File: config.mk
export PLATFORM = sky130hd
export DESIGN_NAME = cemi_frame_parser
export DESIGN_NICKNAME = d
export VERILOG_FILES = /design/src/rtl/cfp_pkg.sv /design/src/rtl/cfp_track.sv /design/src/rtl/cfp_judge.sv /design/src/rtl/cemi_frame_parser.sv
export SDC_FILE = /design/constraint.sdc
export NUM_CORES = 1
export LEC_CHECK = 0
export BUFFER_PORTS_ARGS = -buffer_cell sky130_fd_sc_hd__buf_2
export CAP_MARGIN = 10
export CORE_MARGIN = 4
export CORE_UTILIZATION = 56
export CTS_CLUSTER_SIZE = 24
export DETAILED_ROUTE_END_ITERATION = 16
export HOLD_SLACK_MARGIN = 0.02
export PLACE_DENSITY = 0.76
export SLEW_MARGIN = 20
export SYNTH_ARGS = -nofsm -noshare
export SYNTH_HDL_FRONTEND = slang
export SYNTH_HIERARCHICAL = 1
export SYNTH_SLANG_ARGS = --single-unit
File: constraint.sdc
create_clock -name clk -period 6.05 [get_ports clk]
set_input_delay 1.21 -clock clk [delete_from_list [all_inputs] [get_ports clk]]
set_output_delay 1.21 -clock clk [all_outputs]
set_load 0.1 [all_outputs]
File: src/rtl/cfp_pkg.sv
`default_nettype none

package cfp_pkg;

  localparam int unsigned COUNT_W = 10;
  localparam logic [COUNT_W-1:0] COUNT_MAX = 10'd1023;
  localparam logic [COUNT_W-1:0] ENTRY_POS_RESET = 10'd2;

  // accepted message codes
  localparam logic [7:0] MC_DATA_REQ = 8'h11;
  localparam logic [7:0] MC_DATA_IND = 8'h29;
  localparam logic [7:0] MC_DATA_CON = 8'h2e;

  // status codes
  localparam logic [1:0] ST_OK          = 2'd0;
  localparam logic [1:0] ST_BAD_LENGTH  = 2'd1;
  localparam logic [1:0] ST_UNSUPPORTED = 2'd2;
  localparam logic [1:0] ST_BAD_VALUE   = 2'd3;

  // group value commands
  localparam logic [3:0] CMD_READ     = 4'd0;
  localparam logic [3:0] CMD_RESPONSE = 4'd1;
  localparam logic [3:0] CMD_WRITE    = 4'd2;

  // offsets of the fixed fields after the additional information
  localparam logic [COUNT_W-1:0] OFS_CTRL1   = 10'd0;
  localparam logic [COUNT_W-1:0] OFS_CTRL2   = 10'd1;
  localparam logic [COUNT_W-1:0] OFS_SRC_HI  = 10'd2;
  localparam logic [COUNT_W-1:0] OFS_SRC_LO  = 10'd3;
  localparam logic [COUNT_W-1:0] OFS_DST_HI  = 10'd4;
  localparam logic [COUNT_W-1:0] OFS_DST_LO  = 10'd5;
  localparam logic [COUNT_W-1:0] OFS_NPDU    = 10'd6;
  localparam logic [COUNT_W-1:0] OFS_TPCI    = 10'd7;
  localparam logic [COUNT_W-1:0] OFS_APCI    = 10'd8;
  localparam logic [COUNT_W-1:0] FIXED_BYTES = 10'd9;

  localparam logic [7:0] STD_MAX_NPDU = 8'd15;

  typedef struct packed {
    logic [COUNT_W-1:0] byte_count;
    logic [7:0]         code;
    logic [COUNT_W-1:0] info_end;
    logic               entry_error;
    logic [7:0]         control_one;
    logic [7:0]         control_two;
    logic [15:0]        source;
    logic [15:0]        destination;
    logic [7:0]         npdu_length;
    logic [7:0]         tpci;
    logic [7:0]         apci;
  } frame_view_t;

  typedef struct packed {
    logic [1:0]         status;
    logic [7:0]         message_code;
    logic [1:0]         command;
    logic [5:0]         small_value;
    logic [2:0]         hop_count;
    logic [15:0]        source_address;
    logic [15:0]        destination_address;
    logic [COUNT_W-1:0] payload_start;
    logic [7:0]         payload_length;
    logic               group_flag;
    logic               confirm_flag;
  } frame_result_t;

endpackage

`default_nettype wire

File: src/rtl/cfp_track.sv
`default_nettype none

module cfp_track (
  input  wire                 clk,
  input  wire                 rst,
  input  wire                 take,
  input  wire  [7:0]          data_byte,
  input  wire                 last_byte,
  output cfp_pkg::frame_view_t view
);
  import cfp_pkg::*;

  logic [COUNT_W-1:0] byte_count;
  logic [7:0]         code_reg;
  logic [COUNT_W-1:0] info_end;
  logic [COUNT_W-1:0] next_entry_pos;
  logic               entry_error;
  logic [7:0]         control_one;
  logic [7:0]         control_two;
  logic [15:0]        source_reg;
  logic [15:0]        destination_reg;
  logic [7:0]         npdu_length;
  logic [7:0]         tpci_byte;
  logic [7:0]         apci_byte;

  logic [COUNT_W-1:0] byte_count_next;
  logic [7:0]         code_reg_next;
  logic [COUNT_W-1:0] info_end_next;
  logic [COUNT_W-1:0] next_entry_pos_next;
  logic               entry_error_next;
  logic [7:0]         control_one_next;
  logic [7:0]         control_two_next;
  logic [15:0]        source_reg_next;
  logic [15:0]        destination_reg_next;
  logic [7:0]         npdu_length_next;
  logic [7:0]         tpci_byte_next;
  logic [7:0]         apci_byte_next;

  logic [COUNT_W-1:0] pos;
  logic [COUNT_W-1:0] b_ext;
  logic [COUNT_W-1:0] ofs;
  logic [COUNT_W-1:0] entry_room;

  always_comb begin
    pos        = byte_count;
    b_ext      = {{(COUNT_W-8){1'b0}}, data_byte};
    ofs        = pos - info_end;
    entry_room = info_end - next_entry_pos - 10'd2;

    code_reg_next        = code_reg;
    info_end_next        = info_end;
    next_entry_pos_next  = next_entry_pos;
    entry_error_next     = entry_error;
    control_one_next     = control_one;
    control_two_next     = control_two;
    source_reg_next      = source_reg;
    destination_reg_next = destination_reg;
    npdu_length_next     = npdu_length;
    tpci_byte_next       = tpci_byte;
    apci_byte_next       = apci_byte;

    if (pos == 10'd0) begin
      code_reg_next = data_byte;
    end else if (pos == 10'd1) begin
      info_end_next = b_ext + 10'd2;
    end else if (pos < info_end) begin
      // type-length walk over the additional information
      if (!entry_error) begin
        if (pos == next_entry_pos) begin
          if (pos + 10'd1 == info_end) entry_error_next = 1'b1;
        end else if (pos == next_entry_pos + 10'd1) begin
          if (b_ext > entry_room) entry_error_next = 1'b1;
          else next_entry_pos_next = next_entry_pos + 10'd2 + b_ext;
        end
      end
    end else begin
      unique case (ofs)
        OFS_CTRL1:  control_one_next = data_byte;
        OFS_CTRL2:  control_two_next = data_byte;
        OFS_SRC_HI: source_reg_next[15:8] = data_byte;
        OFS_SRC_LO: source_reg_next[7:0] = data_byte;
        OFS_DST_HI: destination_reg_next[15:8] = data_byte;
        OFS_DST_LO: destination_reg_next[7:0] = data_byte;
        OFS_NPDU:   npdu_length_next = data_byte;
        OFS_TPCI:   tpci_byte_next = data_byte;
        OFS_APCI:   apci_byte_next = data_byte;
        default: ;
      endcase
    end

    byte_count_next = (pos == COUNT_MAX) ? COUNT_MAX : pos + 10'd1;

    view.byte_count  = byte_count_next;
    view.code        = code_reg_next;
    view.info_end    = info_end_next;
    view.entry_error = entry_error_next;
    view.control_one = control_one_next;
    view.control_two = control_two_next;
    view.source      = source_reg_next;
    view.destination = destination_reg_next;
    view.npdu_length = npdu_length_next;
    view.tpci        = tpci_byte_next;
    view.apci        = apci_byte_next;
  end

  always_ff @(posedge clk) begin
    if (rst || (take && last_byte)) begin
      byte_count      <= '0;
      code_reg        <= '0;
      info_end        <= '0;
      next_entry_pos  <= ENTRY_POS_RESET;
      entry_error     <= 1'b0;
      control_one     <= '0;
      control_two     <= '0;
      source_reg      <= '0;
      destination_reg <= '0;
      npdu_length     <= '0;
      tpci_byte       <= '0;
      apci_byte       <= '0;
    end else if (take) begin
      byte_count      <= byte_count_next;
      code_reg        <= code_reg_next;
      info_end        <= info_end_next;
      next_entry_pos  <= next_entry_pos_next;
      entry_error     <= entry_error_next;
      control_one     <= control_one_next;
      control_two     <= control_two_next;
      source_reg      <= source_reg_next;
      destination_reg <= destination_reg_next;
      npdu_length     <= npdu_length_next;
      tpci_byte       <= tpci_byte_next;
      apci_byte       <= apci_byte_next;
    end
  end

endmodule

`default_nettype wire

File: src/rtl/cfp_judge.sv
`default_nettype none

module cfp_judge (
  input  wire                   clk,
  input  wire                   rst,
  input  wire                   load,
  input  wire cfp_pkg::frame_view_t view,
  input  wire                   out_ready,
  output logic                  out_valid,
  output cfp_pkg::frame_result_t result
);
  import cfp_pkg::*;

  logic [1:0]         status;
  logic [3:0]         cmd;
  logic [COUNT_W-1:0] fixed_end;
  logic [COUNT_W:0]   expected_len;
  logic               code_ok;
  frame_result_t      result_next;

  always_comb begin
    cmd          = {view.tpci[1:0], view.apci[7:6]};
    fixed_end    = view.info_end + FIXED_BYTES;
    expected_len = {1'b0, view.info_end} + 11'd8 + {3'b000, view.npdu_length};
    code_ok      = (view.code == MC_DATA_REQ) || (view.code == MC_DATA_IND) ||
                   (view.code == MC_DATA_CON);

    if (view.byte_count < 10'd2) status = ST_BAD_LENGTH;
    else if (!code_ok) status = ST_UNSUPPORTED;
    else if (view.byte_count < fixed_end) status = ST_BAD_LENGTH;
    else if (view.entry_error) status = ST_BAD_LENGTH;
    else if ((view.npdu_length == 8'd0) || ({1'b0, view.byte_count} != expected_len))
      status = ST_BAD_LENGTH;
    else if (view.control_one[7] && (view.npdu_length > STD_MAX_NPDU))
      status = ST_BAD_LENGTH;
    else if (view.control_one[6] || (view.control_two[3:0] != 4'd0))
      status = ST_UNSUPPORTED;
    else if (view.tpci[7:2] != 6'd0) status = ST_UNSUPPORTED;
    else if (cmd > CMD_WRITE) status = ST_UNSUPPORTED;
    else if ((cmd == CMD_READ) &&
             ((view.npdu_length != 8'd1) || (view.apci[5:0] != 6'd0)))
      status = ST_BAD_VALUE;
    else if ((view.npdu_length > 8'd1) && (view.apci[5:0] != 6'd0))
      status = ST_BAD_VALUE;
    else status = ST_OK;

    result_next = '0;
    result_next.status = status;
    if (status == ST_OK) begin
      result_next.message_code        = view.code;
      result_next.command             = cmd[1:0];
      result_next.small_value         = view.apci[5:0];
      result_next.hop_count           = view.control_two[6:4];
      result_next.source_address      = view.source;
      result_next.destination_address = view.destination;
      result_next.payload_start       = fixed_end;
      result_next.payload_length      = view.npdu_length - 8'd1;
      result_next.group_flag          = view.control_two[7];
      result_next.confirm_flag        = view.control_one[0];
    end
  end

  always_ff @(posedge clk) begin
    if (rst) begin
      out_valid <= 1'b0;
    end else if (load) begin
      out_valid <= 1'b1;
    end else if (out_ready) begin
      out_valid <= 1'b0;
    end
  end

  always_ff @(posedge clk) begin
    if (load) result <= result_next;
  end

endmodule

`default_nettype wire

File: src/rtl/cemi_frame_parser.sv
// cemi_frame_parser: checks and decodes one cEMI frame given a byte at a time.
// input stream: s_tdata carries one frame byte, s_tlast marks the last byte.
// output stream: one transaction per frame, sent after its last byte; m_tuser
// holds the status, m_tdata the decoded fields (all zero unless status is ok).
// bytes are taken one per cycle with no gaps inside or between frames while no
// last byte waits for the result register; every byte is first captured in an
// input register, then folded into the frame state by a single combinational
// pass. m_tvalid rises once the last byte has passed the input register and
// then the result register; the result is taken while m_tready is high.
// a stalled result holds in the result register; bytes that are not last
// keep flowing, and a second last byte waits in the input register until the
// result has been taken, which drops s_tready.
// reset clears the frame state and both valid flags; the first byte after
// reset starts a new frame. after each last byte the state returns to its
// reset values for the next frame.
`default_nettype none

module cemi_frame_parser (
  input  wire         clk,
  input  wire         rst,
  input  wire         s_tvalid,
  output logic        s_tready,
  input  wire  [7:0]  s_tdata,   // data_byte
  input  wire         s_tlast,   // last_byte
  output logic        m_tvalid,
  input  wire         m_tready,
  output logic [71:0] m_tdata,   // message_code, command, small_value, hop_count,
                                 // source_address, destination_address,
                                 // payload_start, payload_length, group_flag,
                                 // confirm_flag, zero fill
  output logic [1:0]  m_tuser    // status
);
  import cfp_pkg::*;

  logic          in_valid;
  logic [7:0]    in_data;
  logic          in_last;
  logic          advance;
  frame_view_t   view;
  frame_result_t result;

  // a last byte needs a free result register
  assign advance  = in_valid && (!in_last || !m_tvalid || m_tready);
  assign s_tready = !in_valid || advance;

  always_ff @(posedge clk) begin
    if (rst) begin
      in_valid <= 1'b0;
    end else if (s_tready) begin
      in_valid <= s_tvalid;
    end
  end

  always_ff @(posedge clk) begin
    if (s_tready && s_tvalid) begin
      in_data <= s_tdata;
      in_last <= s_tlast;
    end
  end

  cfp_track u_track (
    .clk       (clk),
    .rst       (rst),
    .take      (advance),
    .data_byte (in_data),
    .last_byte (in_last),
    .view      (view)
  );

  cfp_judge u_judge (
    .clk       (clk),
    .rst       (rst),
    .load      (advance && in_last),
    .view      (view),
    .out_ready (m_tready),
    .out_valid (m_tvalid),
    .result    (result)
  );

  assign m_tuser = result.status;
  assign m_tdata = {1'b0,
                    result.confirm_flag,
                    result.group_flag,
                    result.payload_length,
                    result.payload_start,
                    result.destination_address,
                    result.source_address,
                    result.hop_count,
                    result.small_value,
                    result.command,
                    result.message_code};

  a_stall_blocks_input: assert property (@(posedge clk) disable iff (rst)
    (in_valid && in_last && m_tvalid && !m_tready) |-> !s_tready)
    else $error("input accepted while a last byte is stalled");

  a_last_gives_result: assert property (@(posedge clk) disable iff (rst)
    (advance && in_last) |=> m_tvalid)
    else $error("last byte did not produce a result");

  a_held_byte_stable: assert property (@(posedge clk) disable iff (rst)
    (in_valid && !advance) |=> (in_valid && $stable(in_data) && $stable(in_last)))
    else $error("held input byte changed");

  a_fail_fields_zero: assert property (@(posedge clk) disable iff (rst)
    (m_tvalid && (m_tuser != ST_OK)) |-> (m_tdata == '0))
    else $error("failed frame carries nonzero fields");

endmodule

`default_nettype wire
# After elaboration in Yosys (flattened, before gate mapping)
# Cells that the tools add are included.
# W data, S select, Z words.
[classes]
n_addsub = 12
n_lt_le_gt_ge = 7
n_eq_ne = 18
muxes = 55
n_bitwise = 6
reduce_logical = 29
[ops]
columns = ["op", "n"]
rows = [
  ["$mux W8", 25],
  ["$mux W16", 6],
  ["$eq A10 B3 Y1 const B", 4],
  ["$eq A10 B10 Y1", 3],
  ["$mux W10", 3],
  ["$mux W2", 11],
  ["$add A10 B1 Y10 const B", 2],
  ["$eq A10 B1 Y1 const B", 2],
  ["$eq A10 B2 Y1 const B", 2],
  ["$logic_not A10 Y1", 2],
  ["$lt A10 B10 Y1", 2],
  ["$sub A10 B10 Y10", 2],
  ["$eq A8 B6 Y1 const B", 2],
  ["$reduce_bool A6 Y1", 2],
  ["$add A10 B4 Y11 const B", 1],
  ["$add A11 B8 Y11", 1],
  ["$ne A10 B11 Y1", 1],
  ["$add A10 B2 Y10 const B", 1],
  ["$add A10 B4 Y10 const B", 1],
  ["$add A10 B8 Y10", 1],
  ["$eq A10 B10 Y1 const B", 1],
  ["$eq A10 B4 Y1 const B", 1],
  ["$gt A8 B10 Y1", 1],
  ["$lt A10 B2 Y1 const B", 1],
  ["other kinds (20)", 49],
]
[totals]
register_bits = 195
in_bits = 13
output_inout_bits = 76

# Longest topological paths before layout
# Gate-level depths: netlist of run 1.
[depth]
depth_word = 20
mapped_depth = 27

# Cells and area by module
# The synthesis of run 1 kept the hierarchy.
[by_module_without_submodules]
columns = ["module", "n_inst", "cells_per_inst", "area_each_um2"]
rows = [
  ["cfp_track", 1, 916, 7947.6],
  ["cfp_judge", 1, 389, 4256.6],
  ["cemi_frame_parser", 1, 20, 361.6],
]

# Least setup slack after synthesis of run 1
# Ideal clock, no wire load.
[synth_timing]
kind = "reg2reg"
startpoint = "reg u_track.byte_count[0]"
endpoint = "reg, netlist name u_judge/result[71]"
setup_ps = 259
arrival_time_ps = 5431
slack_ps = 360
stages_incl_launch_ff = 23
n_path_buf = 2
synth_period_minus_slack_ps = 5690
path_cell_list = "dfxtp_1 clkbuf_1 inv_1 ha_1 fa_1 nor2b_1 o21ai_0 nor4b_1 o32ai_1 nor4_4 nand3_2 mux2_2 ha_1 ha_1 inv_1 fa_1 xor2_1 nand4_1 nand4b_1 a211oi_2 nand4_1 buf_2 o31a_1"
[synth_lines]
columns = ["item", "line_no", "source"]
rows = [
  ["start: declaration", "cfp_track.sv:13", "logic [COUNT_W-1:0] byte_count;"],
  ["start signal: assignment", "cfp_track.sv:121", "byte_count <= byte_count_next;"],
]

==> results.cfg, run 1 <==
[status]
outcome = complete, no violations

[layout]
fin_nets = 1477
area.growth.synth_to_final_pct = 11.8
final_common_cell = sky130_fd_sc_hd__nand2_1
number_of_flip_flops_in_the_largest_register = 73
layout.cells.most_common_list = sky130_fd_sc_hd__nand2_1, sky130_fd_sc_hd__inv_1, sky130_fd_sc_hd__dfxtp_1
drive_above_1_share = 0.194
fillCellCount = 1793
final_core_util = 0.634
n_antenna_cell = 0

[pwr]
power_per_cell_area_nw_per_um2 = 215
p_leak_nw = 6.03
vdd_ir_drop_max_v = 0.000215

[worst_setup_path]
critical_path.max_stage_delay_ns = 0.48
cp_cell_sequence = inv_1 -> ha_1 -> nor2b_1 -> o211ai_1 -> a21boi_0 -> or4_1 -> a311oi_4 -> nand3_2 -> mux2_2 -> ha_1 -> ha_1 -> a21o_1 -> a31oi_1 -> nand2_1 -> or3_1 -> a31o_2 -> buf_6 -> nor4_1
reg2reg_depth = 18
r2r_path_start = u_track/info_end[1]
cpMaxStageDelayCell = sky130_fd_sc_hd__or4_1
timing.critical_path.to_type = flop
worstPathMaxFanout = 49
critPathLaunchType = flop
critPathTopFamily = simple AND/OR/NAND/NOR gates
critical_path_required_ns = 6.29
crit_top_cell = sky130_fd_sc_hd__ha_1
worst_ep_arrival_time_ns = 5.96
crit_buf_inv = 2
reg2reg_slack_ns = 0.33
critical_path_class = flop to flop
timing.rr.end = u_judge/result[22]

[die]
row_count = 54
initial_utilization = 0.567
design.die.area_um2 = 24500
num_io_pins = 89
fp.coreArea_um2 = 21800
die_y_um = 156
floorplan.die.width_um = 156

[sta]
layout_worst_path_cycle_share = 0.945
final.setup.worst_slack_ns = 0.332
final-max-slew-violation-count = 0
grt_setup_unrepaired = no
tightestPinTransition_ns = 1.11
timing.max_slew.rel_slack = 0.257
clock.fmax_mhz = 175
report.final.setup_viol = 0
hold_viol_final = 0
clock_skews_ns = 0.0141
hold_slack_ns = 0.465
totalNegativeSetupSlack_ns = 0
fin_crit_ns = 5.72

[cts]
htree_num_levels = 4
tritoncts_clock_tree = yes
tritoncts_num_sinks = 190
number_of_buffers_created_by_cts = 17
cts.root.buffer_cell = sky130_fd_sc_hd__clkbuf_16
cts-resized-gates = 0
cts_hold_buffers = 0
clock_insertion_delay_worst_skew_ns = 0.44
clock_tree.buffer_depth = 2
cts_setup_buffers = 0
cts.reportedPaths.clkPinSlew_ns = 0.09

[min_path]
hold_path.class = flop to flop
min_path_cells = 2
min_delay_worst_endpoint = u_track/destination_reg[1]
worst_hold_startpoint = u_track/destination_reg[1]

[routing]
postRouteAntennaNets = 0
vias = 10200
wl_per_cell_um = 19.7
drt-pass1-iter-count = 6
detail_route.iter0.violations = 918
drt-total-wl_um = 32800
drcViolationCount = 0
avgViaCountPerCell = 6.12

[run]
drv.max_cap_violation_count = 0

[global_route]
grt_start_max_net_pins = 71
via_count_of_the_first_global_routing_pass = 9894
grt_antenna_before_repair = 0
track_usage = 0.267
grt_pass1_wl_um = 52200
grt_overflow_total = 0

[yosys]
netlist_area_um2 = 12300
postSynthAreaPerCell_um2 = 9.46
yosys_warnings = 6
syn-instance-count = 1305

[placement]
routabilityCongestion = 1.01
preCtsSetupSlack_ns = 0.239
buffer_ports.inserted = 87
place.detailed.hpwl_um = 23600
## power by group
group          switching, mW  leakage (nW)  internal (mW)
logic                  0.276          4.04          0.113
clock network          0.623         0.307          0.583
registers             0.0198          1.69           1.35
## per-layer routing
metal	vias up	global-route usage	part of all wire
met5	-	0	0
met4	0	0.0963	0.032
met3	67	0.0409	0.069
met2	411	0.428	0.47
met1	4862	0.368	0.43
li1	4867	-	-
## final cells by class
class / count / area, um2 / area share
multi-input cells: 929 / 7030 / 0.509
flip-flops and latches: 190 / 4620 / 0.335
repair buffers: 123 / 734 / 0.0532
inverters: 114 / 428 / 0.0310
clock buffers: 17 / 425 / 0.0308
well taps: 280 / 350 / 0.0254
clock inverters: 15 / 208 / 0.0151
## per-stage QoR
stage	power, mW	instance area [um2]	cells
floorplan	1.68	12300	1306
global placement	1.78	13100	1636
detailed placement	1.78	13100	1636
CTS	2.97	13800	1668
global route	3.06	13800	1668
finish	2.97	13800	1668
## worst register-to-register path, cell delays in order, from the launching register on
cell	delay, ns
sky130_fd_sc_hd__dfxtp_1	0.46
sky130_fd_sc_hd__inv_1	0.11
sky130_fd_sc_hd__ha_1	0.27
sky130_fd_sc_hd__nor2b_1	0.17
sky130_fd_sc_hd__o211ai_1	0.22
sky130_fd_sc_hd__a21boi_0	0.15
sky130_fd_sc_hd__or4_1	0.48
sky130_fd_sc_hd__a311oi_4	0.34
sky130_fd_sc_hd__nand3_2	0.27
sky130_fd_sc_hd__mux2_2	0.44
sky130_fd_sc_hd__ha_1	0.31
sky130_fd_sc_hd__ha_1	0.37
sky130_fd_sc_hd__a21o_1	0.21
sky130_fd_sc_hd__a31oi_1	0.28
sky130_fd_sc_hd__nand2_1	0.10
sky130_fd_sc_hd__or3_1	0.31
sky130_fd_sc_hd__a31o_2	0.39
sky130_fd_sc_hd__buf_6	0.27
sky130_fd_sc_hd__nor4_1	0.38
## worst max path at each step
stage,from,end,cells past startpoint,slack [ns]
after floorplan,u_track/byte_count[0],u_judge/result[71],22,0.36
after global placement,u_track/byte_count[0],u_judge/result[39],19,0.47
after detailed placement,u_track/byte_count[0],u_judge/result[22],19,0.24
after CTS,u_track/byte_count[0],u_judge/result[22],19,0.21
after global routing,u_track/info_end[1],u_judge/result[22],18,0.02
final,u_track/info_end[1],u_judge/result[22],18,0.33
Note: power is estimated with default switching activity, not from simulation.
==> inputs of run 2 (changes only) <==
- CAP_MARGIN: 10 -> unset
- REMOVE_ABC_BUFFERS: unset -> 1
==> results.cfg, run 2 (synthesized netlist as in run 1, its figures left out) <==
[sta]
layout_worst_path_cycle_share = 0.941
clock_skews_ns = 0.0182
final-max-slew-violation-count = 0
grt_setup_unrepaired = no
clock.fmax_mhz = 176
hold_viol_final = 0
final.setup.worst_slack_ns = 0.359
timing.max_slew.rel_slack = 0.275
report.final.setup_viol = 0
tightestPinTransition_ns = 1.08
fin_crit_ns = 5.69

[placement]
preCtsSetupSlack_ns = 0.205
placed_cell_area_um2 = 13200
routabilityCongestion = 0.960
place.detailed.hpwl_um = 23300
buffer_ports.inserted = 87

[global_route]
grt_start_max_net_pins = 72
grt_pass1_wl_um = 53500
grt_overflow_total = 0
via_count_of_the_first_global_routing_pass = 10400
grt_antenna_before_repair = 0
track_usage = 0.273

[worst_setup_path]
critical_path.max_stage_delay_ns = 0.59
cp_cell_sequence = ha_1 -> inv_1 -> ha_1 -> nor2b_1 -> o31ai_2 -> nand2_1 -> a21oi_1 -> xor2_1 -> ha_1 -> a211oi_1 -> o221ai_1 -> nor4b_1 -> a21oi_1 -> o21ai_0 -> a21o_1 -> a21oi_1 -> nand4_1 -> nand4b_1 -> a211oi_2 -> nand4_1 -> buf_4 -> buf_12 -> nor4_1 -> buf_4
critPathTopFamily = compound AO/OA/AOI/OAI gates
timing.critical_path.to_type = flop
critPathLaunchType = flop
critical_path_required_ns = 6.36
crit_buf_inv = 4
cpMaxStageDelayCell = sky130_fd_sc_hd__dfxtp_1
critical_path_class = flop to flop
worst_ep_arrival_time_ns = 6.00
worstPathMaxFanout = 23

[routing]
drt-total-wl_um = 33400
vias = 10500
postRouteAntennaNets = 0
avgViaCountPerCell = 6.25
detail_route.iter0.violations = 1145
drt-pass1-iter-count = 6
wl_per_cell_um = 20.0
drcViolationCount = 0

[layout]
layout.cells.most_common_list = sky130_fd_sc_hd__nand2_1, sky130_fd_sc_hd__inv_1, sky130_fd_sc_hd__dfxtp_1
drive_above_1_share = 0.201
area.growth.synth_to_final_pct = 12.3
number_of_flip_flops_in_the_largest_register = 73
seq_area_um2 = 4630
final_cell_area_um2 = 13900
final_core_util = 0.637
multi_input_area_um2 = 7060
fillCellCount = 1748
fin_nets = 1485
n_antenna_cell = 0
final_common_cell = sky130_fd_sc_hd__nand2_1

[pwr]
seq_power_share = 0.472
vdd_ir_drop_max_v = 0.000190
switching_share_of_power = 0.297
p_leak_nw = 6.05
power_per_cell_area_nw_per_um2 = 209
share_clk_of_total_power = 0.388
switching_power_uw = 859
combPwrFrac = 0.140
power.internal_mw = 2.03
power_mw = 2.89

[die]
floorplan.die.width_um = 156
fp.coreArea_um2 = 21800
design.die.area_um2 = 24500
initial_utilization = 0.567
num_io_pins = 89
row_count = 54
die_y_um = 156

[cts]
clock_insertion_delay_worst_skew_ns = 0.44
number_of_buffers_created_by_cts = 17
cts.reportedPaths.clkPinSlew_ns = 0.08
tritoncts_clock_tree = yes
clock_tree.buffer_depth = 2
tritoncts_num_sinks = 190
cts_hold_buffers = 0
cts.root.buffer_cell = sky130_fd_sc_hd__clkbuf_16
htree_num_levels = 4

[status]
outcome = complete, no violations

[run]
drv.max_cap_violation_count = 0

[min_path]
hold_path.class = flop to flop
[run 2: cell types whose count changed in the layout (fill, tap and decap cells not counted), moves of 2 or more]
cell	previous run	this run
sky130_fd_sc_hd__buf_4	33	40
sky130_fd_sc_hd__inv_8	2	6
sky130_fd_sc_hd__clkinvlp_4	0	2
sky130_fd_sc_hd__inv_6	4	2
sky130_fd_sc_hd__nor4_2	1	6
sky130_fd_sc_hd__nor4_1	80	75
sky130_fd_sc_hd__inv_12	5	0
[run 2: per-layer routing]
metal  up-vias  track usage  routed length [um]
met5         -            0                   0
met4         0        0.110                1020
met3        95       0.0476                2280
met2       475        0.435               15800
met1      5032        0.370               14300
li1       4870            -                   -
[run 2: layout make-up]
class / count / area share
clock buffer: 19 / 0.0320
clock inverter: 13 / 0.0102
inverter: 114 / 0.0309
multi-input combinational: 929 / 0.510
sequential: 190 / 0.334
tap: 280 / 0.0253
timing repair buffer: 131 / 0.0582
[run 2: tightest hold or removal path: stages (launching register included)]
cell and delay (ns):
sky130_fd_sc_hd__dfxtp_1 0.31, sky130_fd_sc_hd__nand2_1 0.05, sky130_fd_sc_hd__mux2i_1 0.05
[run 2: path summary, 6_finish.rpt]
kind / endpoint / depth (start not counted) / from / slack, ns
worst max-delay path: u_judge/result[64] / 24 / u_track/next_entry_pos[2] / 0.36
worst min-delay path: u_track/source_reg[12] / 2 / u_track/source_reg[12] / 0.46
worst max register to register: u_judge/result[64] / 24 / u_track/next_entry_pos[2] / 0.36
worst min register to register: u_track/source_reg[12] / 2 / u_track/source_reg[12] / 0.46
[run 2: power groups by stage]
stage                     sequential [mW]  combinational (mW)  clock [mW]
after floorplan                      1.47               0.205           0
after global placement               1.39               0.390           0
after detailed placement             1.39               0.394           0
after CTS                            1.36               0.397        1.14
after global routing                 1.37               0.431        1.19
final                                1.36               0.405        1.12
[run 2: stage by stage]
stage	setup TNS, ns	hold slack (ns)	cells
after floorplan	-262.19	0.435	1233
after global placement	0	0.442	1643
after global routing	0	0.472	1676
final	0	0.461	1676
after CTS	0	0.463	1675
after detailed placement	0	0.452	1643
[run 2: what timing repair did]
action                                  in CTS  in global routing
setup buffers                                0                  1
gates resized for setup                      0                 11
endpoints found under the setup margin       0                 70
==> inputs of run 3 (changes only) <==
- SYNTH_HIERARCHICAL: 1 -> unset
==> results.cfg, run 3 <==
[status]
outcome = finished with violations
violations = setup timing

[sta]
fin_crit_ns = 6.29
timing.max_slew.rel_slack = 0.253
tightestPinTransition_ns = 1.12
clock_skews_ns = 0.0144
final.setup.worst_slack_ns = -0.236
grt_setup_unrepaired = yes
hold_viol_final = 0
report.final.setup_viol = 69
layout_worst_path_cycle_share = 1.04
final-max-slew-violation-count = 0
clock.fmax_mhz = 159
hold_slack_ns = 0.456

[die]
die_y_um = 155
row_count = 53
floorplan.die.width_um = 155
num_io_pins = 89
design.die.area_um2 = 23900
initial_utilization = 0.571
fp.coreArea_um2 = 21100

[routing]
drt-pass1-iter-count = 6
vias = 10900
detail_route.iter0.violations = 1195
avgViaCountPerCell = 6.12
wl_per_cell_um = 19.3
drt-total-wl_um = 34300
postRouteAntennaNets = 0
drcViolationCount = 0

[cts]
htree_num_levels = 4
clock_tree.buffer_depth = 2
cts_hold_buffers = 0
cts.root.buffer_cell = sky130_fd_sc_hd__clkbuf_16
tritoncts_num_sinks = 190
cts.reportedPaths.clkPinSlew_ns = 0.08
clock_insertion_delay_worst_skew_ns = 0.44
number_of_buffers_created_by_cts = 17
tritoncts_clock_tree = yes

[placement]
buffer_ports.inserted = 87
place.detailed.hpwl_um = 22800
routabilityCongestion = 0.995

[yosys]
postSynthAreaPerCell_um2 = 9.02
yosys_warnings = 0
syn-instance-count = 1335
yosys_register_bits = 190
ys_types = 73
yosys-top-cells-area = sky130_fd_sc_hd__edfxtp_1, sky130_fd_sc_hd__dfxtp_1, sky130_fd_sc_hd__ha_1, sky130_fd_sc_hd__mux2i_1, sky130_fd_sc_hd__a21oi_1
synth_top_cell_area_share = 0.204
synth.most_common_cell = sky130_fd_sc_hd__nand2_1
synth_edf_count = 82
synth_seq_area_share = 0.384
yosys_most_used_dff = sky130_fd_sc_hd__dfxtp_1
synthArstFlopShare = 0
most_common_library_cells_after_synthesis = sky130_fd_sc_hd__nand2_1, sky130_fd_sc_hd__dfxtp_1, sky130_fd_sc_hd__nor2_1
netlist_area_um2 = 12000
synth_area_leader_cell = sky130_fd_sc_hd__edfxtp_1

[global_route]
grt_pass1_wl_um = 54000
grt_antenna_before_repair = 0
via_count_of_the_first_global_routing_pass = 10500
grt_start_max_net_pins = 76
grt_overflow_total = 0
track_usage = 0.279

[layout]
fillCellCount = 1621
drive_above_1_share = 0.245
final_common_cell = sky130_fd_sc_hd__buf_4
fin_nets = 1586
layout.cells.most_common_list = sky130_fd_sc_hd__buf_4, sky130_fd_sc_hd__nand2_1, sky130_fd_sc_hd__nor2_1, sky130_fd_sc_hd__dfxtp_1, sky130_fd_sc_hd__mux2i_1
number_of_flip_flops_in_the_largest_register = 73
area.growth.synth_to_final_pct = 21.7
final_core_util = 0.695
n_antenna_cell = 0

[run]
drv.max_cap_violation_count = 0

[worst_setup_path]
worst_ep_arrival_time_ns = 6.55
critPathLaunchType = flop
critical_path_required_ns = 6.31
critPathTopFamily = simple AND/OR/NAND/NOR gates
critical_path_class = flop to flop
worstPathMaxFanout = 9
cpMaxStageDelayCell = sky130_fd_sc_hd__or4b_4
critical_path.max_stage_delay_ns = 0.56
timing.critical_path.to_type = flop
crit_buf_inv = 5

[pwr]
power_per_cell_area_nw_per_um2 = 211
vdd_ir_drop_max_v = 0.000228
p_leak_nw = 5.76

[min_path]
hold_path.class = flop to flop
run 3: layout make-up:
cell class | count | area (um2) | share of cell area
timing repair buffer | 221 | 1580 | 0.107
clock buffer | 18 | 429 | 0.0293
sequential | 190 | 4630 | 0.316
clock inverter | 14 | 191 | 0.0131
multi-input combinational | 986 | 7230 | 0.493
tap | 275 | 344 | 0.0235
inverter | 69 | 259 | 0.0177
run 3: cell families after synthesis:
family	count (synthesis)	share of synthesized area
muxes	105	0.0883
xor gates and xnor gates	78	0.0567
AOI/OAI and AO/OA	243	0.128
adders and majority gates	88	0.0939
and+or+nand+nor	469	0.196
DFF	190	0.384
buffers and inverters	161	0.0528
other	1	0.000311
run 3: worst paths after layout:
| path | slack [ns] | to | cells past startpoint | startpoint |
|---|---|---|---|---|
| worst max-delay path | -0.24 | u_judge.result[58] | 27 | u_track.byte_count[0] |
| worst min-delay path | 0.46 | u_track.destination_reg[13] | 2 | u_track.destination_reg[13] |
| worst max register to register | -0.24 | u_judge.result[58] | 27 | u_track.byte_count[0] |
| worst min register to register | 0.46 | u_track.destination_reg[13] | 2 | u_track.destination_reg[13] |
run 3: worst reg2reg max path: cells and delay by family, from the launching register on:
kind | cells | cell delay, ns
buf+inv | 5 | 0.53
xor+xnor | 1 | 0.15
compound gates | 8 | 1.46
fa+ha+maj | 5 | 1.37
mux | 1 | 0.23
flops | 1 | 0.33
simple gates | 7 | 2.03
run 3: through the flow:
step | cell area, um2 | power (mW) | TNS [ns] | instances | setup slack (ns)
floorplan | 11700 | 1.74 | -114.73 | 1245 | -1.71
global placement | 13300 | 1.89 | -17.18 | 1721 | -0.323
global route | 14700 | 3.18 | -25.49 | 1773 | -0.456
finish | 14700 | 3.09 | -10.15 | 1773 | -0.236
detailed placement | 13300 | 1.89 | -30.21 | 1721 | -0.524
CTS | 14400 | 3.08 | -2.83 | 1767 | -0.101
run 3: report_power, final:
group	leakage [nW]	switching, mW	total [mW]	internal, mW
clock network	0.301	0.554	1.19	0.636
registers	1.60	0.0193	1.38	1.36
logic	3.86	0.361	0.524	0.162
total	5.76	0.935	3.09	2.16
run 3: what timing repair did:
item,CTS,global route
setup endpoints to repair,69,70
gates cloned,4,1
pin swaps,14,12
gates resized for setup,60,40
endpoints found under the hold margin,0,0
buffers inserted,10,5
run 3: routing by layer:
metal	vias to the layer above	wire, um	global-route usage
li1	5083	-	-
met5	-	0	0
met4	0	1060	0.101
met2	500	16300	0.464
met3	97	2520	0.0450
met1	5174	14400	0.369
